$ cat config.mk
export PLATFORM = sky130hd
export DESIGN_NAME = bmalloc_ctrl
export DESIGN_NICKNAME = d
export VERILOG_FILES = /design/src/rtl/bmalloc_pkg.sv /design/src/rtl/bmalloc_ctrl.sv
export SDC_FILE = /design/constraint.sdc
export NUM_CORES = 1
export LEC_CHECK = 0
export CORE_AREA = 2 2 39 41
export DETAILED_ROUTE_END_ITERATION = 10
export DIE_AREA = 0 0 41 43
export DONT_BUFFER_PORTS = 1
export GPL_ROUTABILITY_DRIVEN = 0
export SETUP_SLACK_MARGIN = 0.02
export SYNTH_ARGS = -nofsm -noshare
export SYNTH_HDL_FRONTEND = slang
export SYNTH_SLANG_ARGS = --single-unit
$ cat constraint.sdc
create_clock -name clk -period 1.55 [get_ports clk]
set_input_delay 0.2325 -clock clk [delete_from_list [all_inputs] [get_ports clk]]
set_output_delay 0.2325 -clock clk [all_outputs]
set_load 0.005 [all_outputs]
$ cat src/rtl/bmalloc_pkg.sv
package bmalloc_pkg;

  // Store geometry
  localparam int BITMAP_BYTES = 1024;
  localparam int WORD_BYTES   = 8;
  localparam int WORD_BITS    = WORD_BYTES * 8;
  localparam int WORDS        = BITMAP_BYTES / WORD_BYTES;
  localparam int WADDR_W      = $clog2(WORDS);
  localparam int WCNT_W       = $clog2(WORDS + 1);
  localparam int BYTE_SEL_W   = $clog2(WORD_BYTES);
  localparam int BIT_SEL_W    = $clog2(WORD_BITS);

  // Field widths
  localparam int FUNC_W     = 2;
  localparam int NUM_W      = 14;
  localparam int STATUS_W   = 2;
  localparam int BYTES_W    = 11;
  localparam int LIM_W      = BYTES_W + 3;
  localparam int CFG_DATA_W = 11;
  localparam int CFG_IDX_W  = 1;

  localparam logic [BYTES_W-1:0] BYTES_RESET = BYTES_W'(1024);

  // Request codes
  localparam logic [FUNC_W-1:0] FUNC_ALLOC = 2'd0;
  localparam logic [FUNC_W-1:0] FUNC_SET   = 2'd1;
  localparam logic [FUNC_W-1:0] FUNC_CLEAR = 2'd2;

  // Result status codes
  localparam logic [STATUS_W-1:0] STAT_OK    = 2'd0;
  localparam logic [STATUS_W-1:0] STAT_FULL  = 2'd1;
  localparam logic [STATUS_W-1:0] STAT_RANGE = 2'd2;

  // Configuration register indexes
  localparam logic [CFG_IDX_W-1:0] REG_BYTES_IN_USE = 1'b0;
  localparam logic [CFG_IDX_W-1:0] REG_INDEX_BASE   = 1'b1;

  typedef enum logic [3:0] {
    ST_IDLE     = 4'b0001,
    ST_SCAN     = 4'b0010,
    ST_MARK_CHK = 4'b0100,
    ST_MARK_WR  = 4'b1000
  } state_t;

  typedef struct packed {
    logic load;
    logic scan;
    logic mark_rd;
    logic mark_wr;
    logic emit_alloc;
    logic emit_range;
  } dp_cmd_t;

  typedef struct packed {
    logic found;
    logic scan_done;
    logic mark_bad;
  } dp_sts_t;

endpackage

$ cat src/rtl/bmalloc_ctrl.sv
module bmalloc_ctrl (
  input  logic                         clk,
  input  logic                         rst_n,
  input  logic                         start,
  input  logic [bmalloc_pkg::FUNC_W-1:0] func,
  input  bmalloc_pkg::dp_sts_t         sts,
  output bmalloc_pkg::dp_cmd_t         cmd,
  output logic                         busy
);
  import bmalloc_pkg::*;

  state_t state_r;
  state_t state_nxt;

  always_comb begin
    cmd       = '0;
    state_nxt = state_r;
    unique case (state_r)
      ST_IDLE: begin
        if (start) begin
          cmd.load  = 1'b1;
          state_nxt = (func == FUNC_ALLOC) ? ST_SCAN : ST_MARK_CHK;
        end
      end
      ST_SCAN: begin
        cmd.scan = 1'b1;
        if (sts.found || sts.scan_done) begin
          cmd.emit_alloc = 1'b1;
          state_nxt      = ST_IDLE;
        end
      end
      ST_MARK_CHK: begin
        if (sts.mark_bad) begin
          cmd.emit_range = 1'b1;
          state_nxt      = ST_IDLE;
        end else begin
          cmd.mark_rd = 1'b1;
          state_nxt   = ST_MARK_WR;
        end
      end
      ST_MARK_WR: begin
        cmd.mark_wr = 1'b1;
        state_nxt   = ST_IDLE;
      end
      default: begin
        state_nxt = ST_IDLE;
      end
    endcase
  end

  always_ff @(posedge clk) begin
    if (!rst_n) begin
      state_r <= ST_IDLE;
    end else begin
      state_r <= state_nxt;
    end
  end

  assign busy = (state_r != ST_IDLE);

endmodule

# == Word-level counts from Yosys, hierarchy flattened ==
# Cells that the tools add are included.
# word_totals
regBits,4
wordCells,26
# classes
n_reduce_logical,3
n_mux,15
n_eq_ne,7
# op_table
op,count
two-way mux 4 bit,3
one-hot mux 4 bit (3 select lines),1
two-way mux 1 bit,10
"equality test 4 x 1 -> 1 bit, second input constant",1
"equality test 4 x 2 -> 1 bit, second input constant",1
"equality test 4 x 3 -> 1 bit, second input constant",1
"equality test 4 bit, second input constant",1
"!= test 2 bit, second input constant",2
"!= test 4 x 1 -> 1 bit, second input constant",1
two-way mux 3 bit,1
zero test 2 bit,1
AND reduction 2 bit,1
logical OR 1 bit,1

# == Logic depth before layout (Yosys ltp) ==
# logic_depth
ltp_word,4
depth_mapped,3
mapped_depth_nobuf,3

# == Least setup slack after synthesis ==
# Ideal clock, no wire load.
# synth_path
kind,reg-to-output
from,reg state_r[3]
to,out cmd[1] in the netlist's numbering
path_stages_with_launch,3
t_required_ps,1317
arrival_time_ps,1004
slack_ps,313
cell_sequence,dfxtp_1 -> or4b_4 -> nor2_1
# synth_rtl
element,line,source
"start, declared",bmalloc_ctrl.sv:12,state_t state_r;
"start signal, assigned",bmalloc_ctrl.sv:55,state_r <= state_nxt;
"end, declared",bmalloc_ctrl.sv:7,"output bmalloc_pkg::dp_cmd_t cmd,"

==> results.yml <==
status:
  outcome: "completed"
timing:
  post-route-period-util: 0.949
  slew_headroom: 0.716
  setup_viol: 0
  finalClockSkew_ns: 0.00375
  fmax_mhz: 680
  worst_pin_slew_ns: 0.419
  min_period_ns: 1.47
  setup-tns-final_ns: 0
  rsz0062_at_grt: "yes"
  hold_violations: 0
  maxSlewViolCount: 0
worst_hold_path:
  holdPathStages: 1
  min_to: "state_r[0]"
  hp-start: "rst_n"
  min_path_type: "input port to flop"
global_routing:
  grt_max_degree: 6
  antenna_found_initial: 0
  track_usage: 0.0672
  grt_pass1_wl_um: 703
  grt_pass1_vias: 184
  grt_overflow_total: 0
yosys:
  syn_nets: 31
  yosys.area.top_type: "dfxtp_1"
  synth_adder_area_share: 0
  synth-simple-area-share: 0.523
  synth-compound-area-share: 0.0747
  synthDistinctLibCells: 14
  synthMuxAreaShare: 0
  syn_area_per_cell_um2: 9.47
  synthTopCellsByArea: "dfxtp_1 (37%), nor4b_1 (8.0%), nor4b_2 (6.9%), or4b_4 (6.3%), and2_1 (5.7%)"
  yosysWarningCount: 0
  synth_xor_area_frac: 0
  ys_seq_area_frac: 0.368
  synth-seq-cells: 4
  synth_top_family_by_area: "simple AND/OR/NAND/NOR gates"
  synth_top_area_frac: 0.368
  synth_area_um2: 218
  syn_inst: 23
finish:
  final_area_um2: 277
  largest-register: "state_r"
  top_regs: "state_r: 4 flops"
  area_growth_pct: 27.0
  final_nets: 37
  antenna_cells: 0
  drive_above_1_share: 0.333
  final_core_util: 0.200
  layout_common_cells: "clkbuf_4 (3), dfxtp_1 (3)"
  largest_reg_flops: 4
clocking:
  cts_tree: "done"
  post-cts-setup-buffers: 0
  cts_max_level: 1
  clockRootBuffer: "clkbuf_4"
  holdBufCountCts: 0
  clock_latency_ns: 0.23
  clk_pin_slew_ns: 0.04
  ctsLongestPathBuffers: 2
  numCtsBuffers: 3
  cts_sinks: 4
pwr:
  vdd_drop_max_mv: 0.285
  p_leak_nw: 0.114
  finalPower_w: 0.000272
  power.density_nw_per_um2: 983
  p_sw_frac: 0.223
  p_seq_frac: 0.429
  power_frac_clock: 0.460
  pwr-share-comb: 0.111
  p_sw_w: 0.0000607
  p_int_w: 0.000211
setup_path:
  timing.rr.start: "state_r[3]"
  end_kind: "output pin"
  criticalPathCategory: "flop to output pin"
  crit_path_start_kind: "flop"
  r2r_slack_ns: 0.22
  r2r-end: "state_r[0]"
  crit_arrival_ns: 1.24
  crit_path_max_fanout: 5
  worstRegToRegCells: 3
  crit_required_ns: 1.32
floorplan:
  design.core.area_um2: 1380
  die_h_um: 43
  die_w_um: 41
  start_util: 0.157
  rows: 14
  die_area_um2: 1760
  ios: 15
placement:
  io_buffers: 0
  place_area_um2: 245
  hpwl_um: 411
drt:
  drtIter0Drc: 0
  firstDrtPassIters: 1
  wire_per_inst_um: 10.8
  drc: 0
  ant_nets: 0
  routed_wl_um: 465
  vias_per_cell: 4.35
  via_count: 187
job:
  maxCapViolations: 0
power by group through the flow:
stage          registers (W)  logic (W)  clock network (W)
2_1_floorplan       0.000117  0.0000253                  0
3_3_place_gp        0.000118  0.0000299                  0
3_5_place_dp        0.000118  0.0000301                  0
5_1_grt             0.000118  0.0000334           0.000140
4_1_cts             0.000117  0.0000305           0.000133
6_report            0.000117  0.0000303           0.000125
synth_stat cells:
| library cell | instances |
|---|---|
| nor3_2 | 1 |
| and3b_1 | 1 |
| o311ai_1 | 1 |
| nor2_1 | 3 |
| nor4_1 | 1 |
| o21a_1 | 1 |
| inv_1 | 2 |
| and2_1 | 2 |
| dfxtp_1 | 4 |
| and3_1 | 1 |
| nand2b_1 | 2 |
| nor4b_1 | 2 |
| nor4b_2 | 1 |
| or4b_4 | 1 |
worst max-delay path by stage:
stage / startpoint / end / slack [ns] / cells after the start
finish: state_r[3] / cmd[1] / 0.08 / 2
floorplan: state_r[3] / cmd[1] / 0.31 / 2
global placement: state_r[3] / state_r[0] / 0.22 / 3
CTS: state_r[3] / cmd[1] / 0.02 / 2
detailed placement: state_r[3] / state_r[0] / 0.20 / 3
global route: state_r[0] / cmd[5] / -0.003 / 2
timing repair:
| item | in CTS | in global routing |
|---|---|---|
| setup endpoints to repair | 1 | 2 |
| endpoints found under the hold margin | 0 | 0 |
| pin swaps | 0 | 1 |
| gates resized for setup | 1 | 2 |
kinds of logic (layout without fill, tap and decap cells):
group                  count (synthesis)  in the layout
flip-flops                             4              4
AND/OR/NAND/NOR                       15             15
buffers and inverters                  2              6
AO/OA/AOI/OAI                          2              2
stage by stage:
step,cells,worst slack (ns),hold WS (ns)
after floorplan,23,0.313,0.311
after global placement,40,0.220,0.316
after detailed placement,40,0.199,0.327
after CTS,43,0.0219,0.0776
after global routing,43,-0.00258,0.0918
final,43,0.0787,0.0849
worst max-delay path, cell delays in order, from the launching register on:
cell and delay (ns):
dfxtp_2 0.33, or4b_4 0.57, nor2_4 0.10
cell type report:
type / count / area [um2]
fill: 159 / 1110
multi-input combinational: 17 / 138
inverter: 2 / 7.51
sequential: 4 / 81.3
timing repair buffer: 1 / 7.51
tap: 16 / 20.0
clock buffer: 3 / 22.5
routing by layer:
layer / GRT usage / part of all wire / vias up
met5: 0 / 0 / -
met4: 0.0800 / 0 / 0
met3: 0.0366 / 0.095 / 0
met2: 0.0906 / 0.49 / 10
met1: 0.0609 / 0.41 / 81
li1: - / - / 96
(Power assumes the default switching activity.)
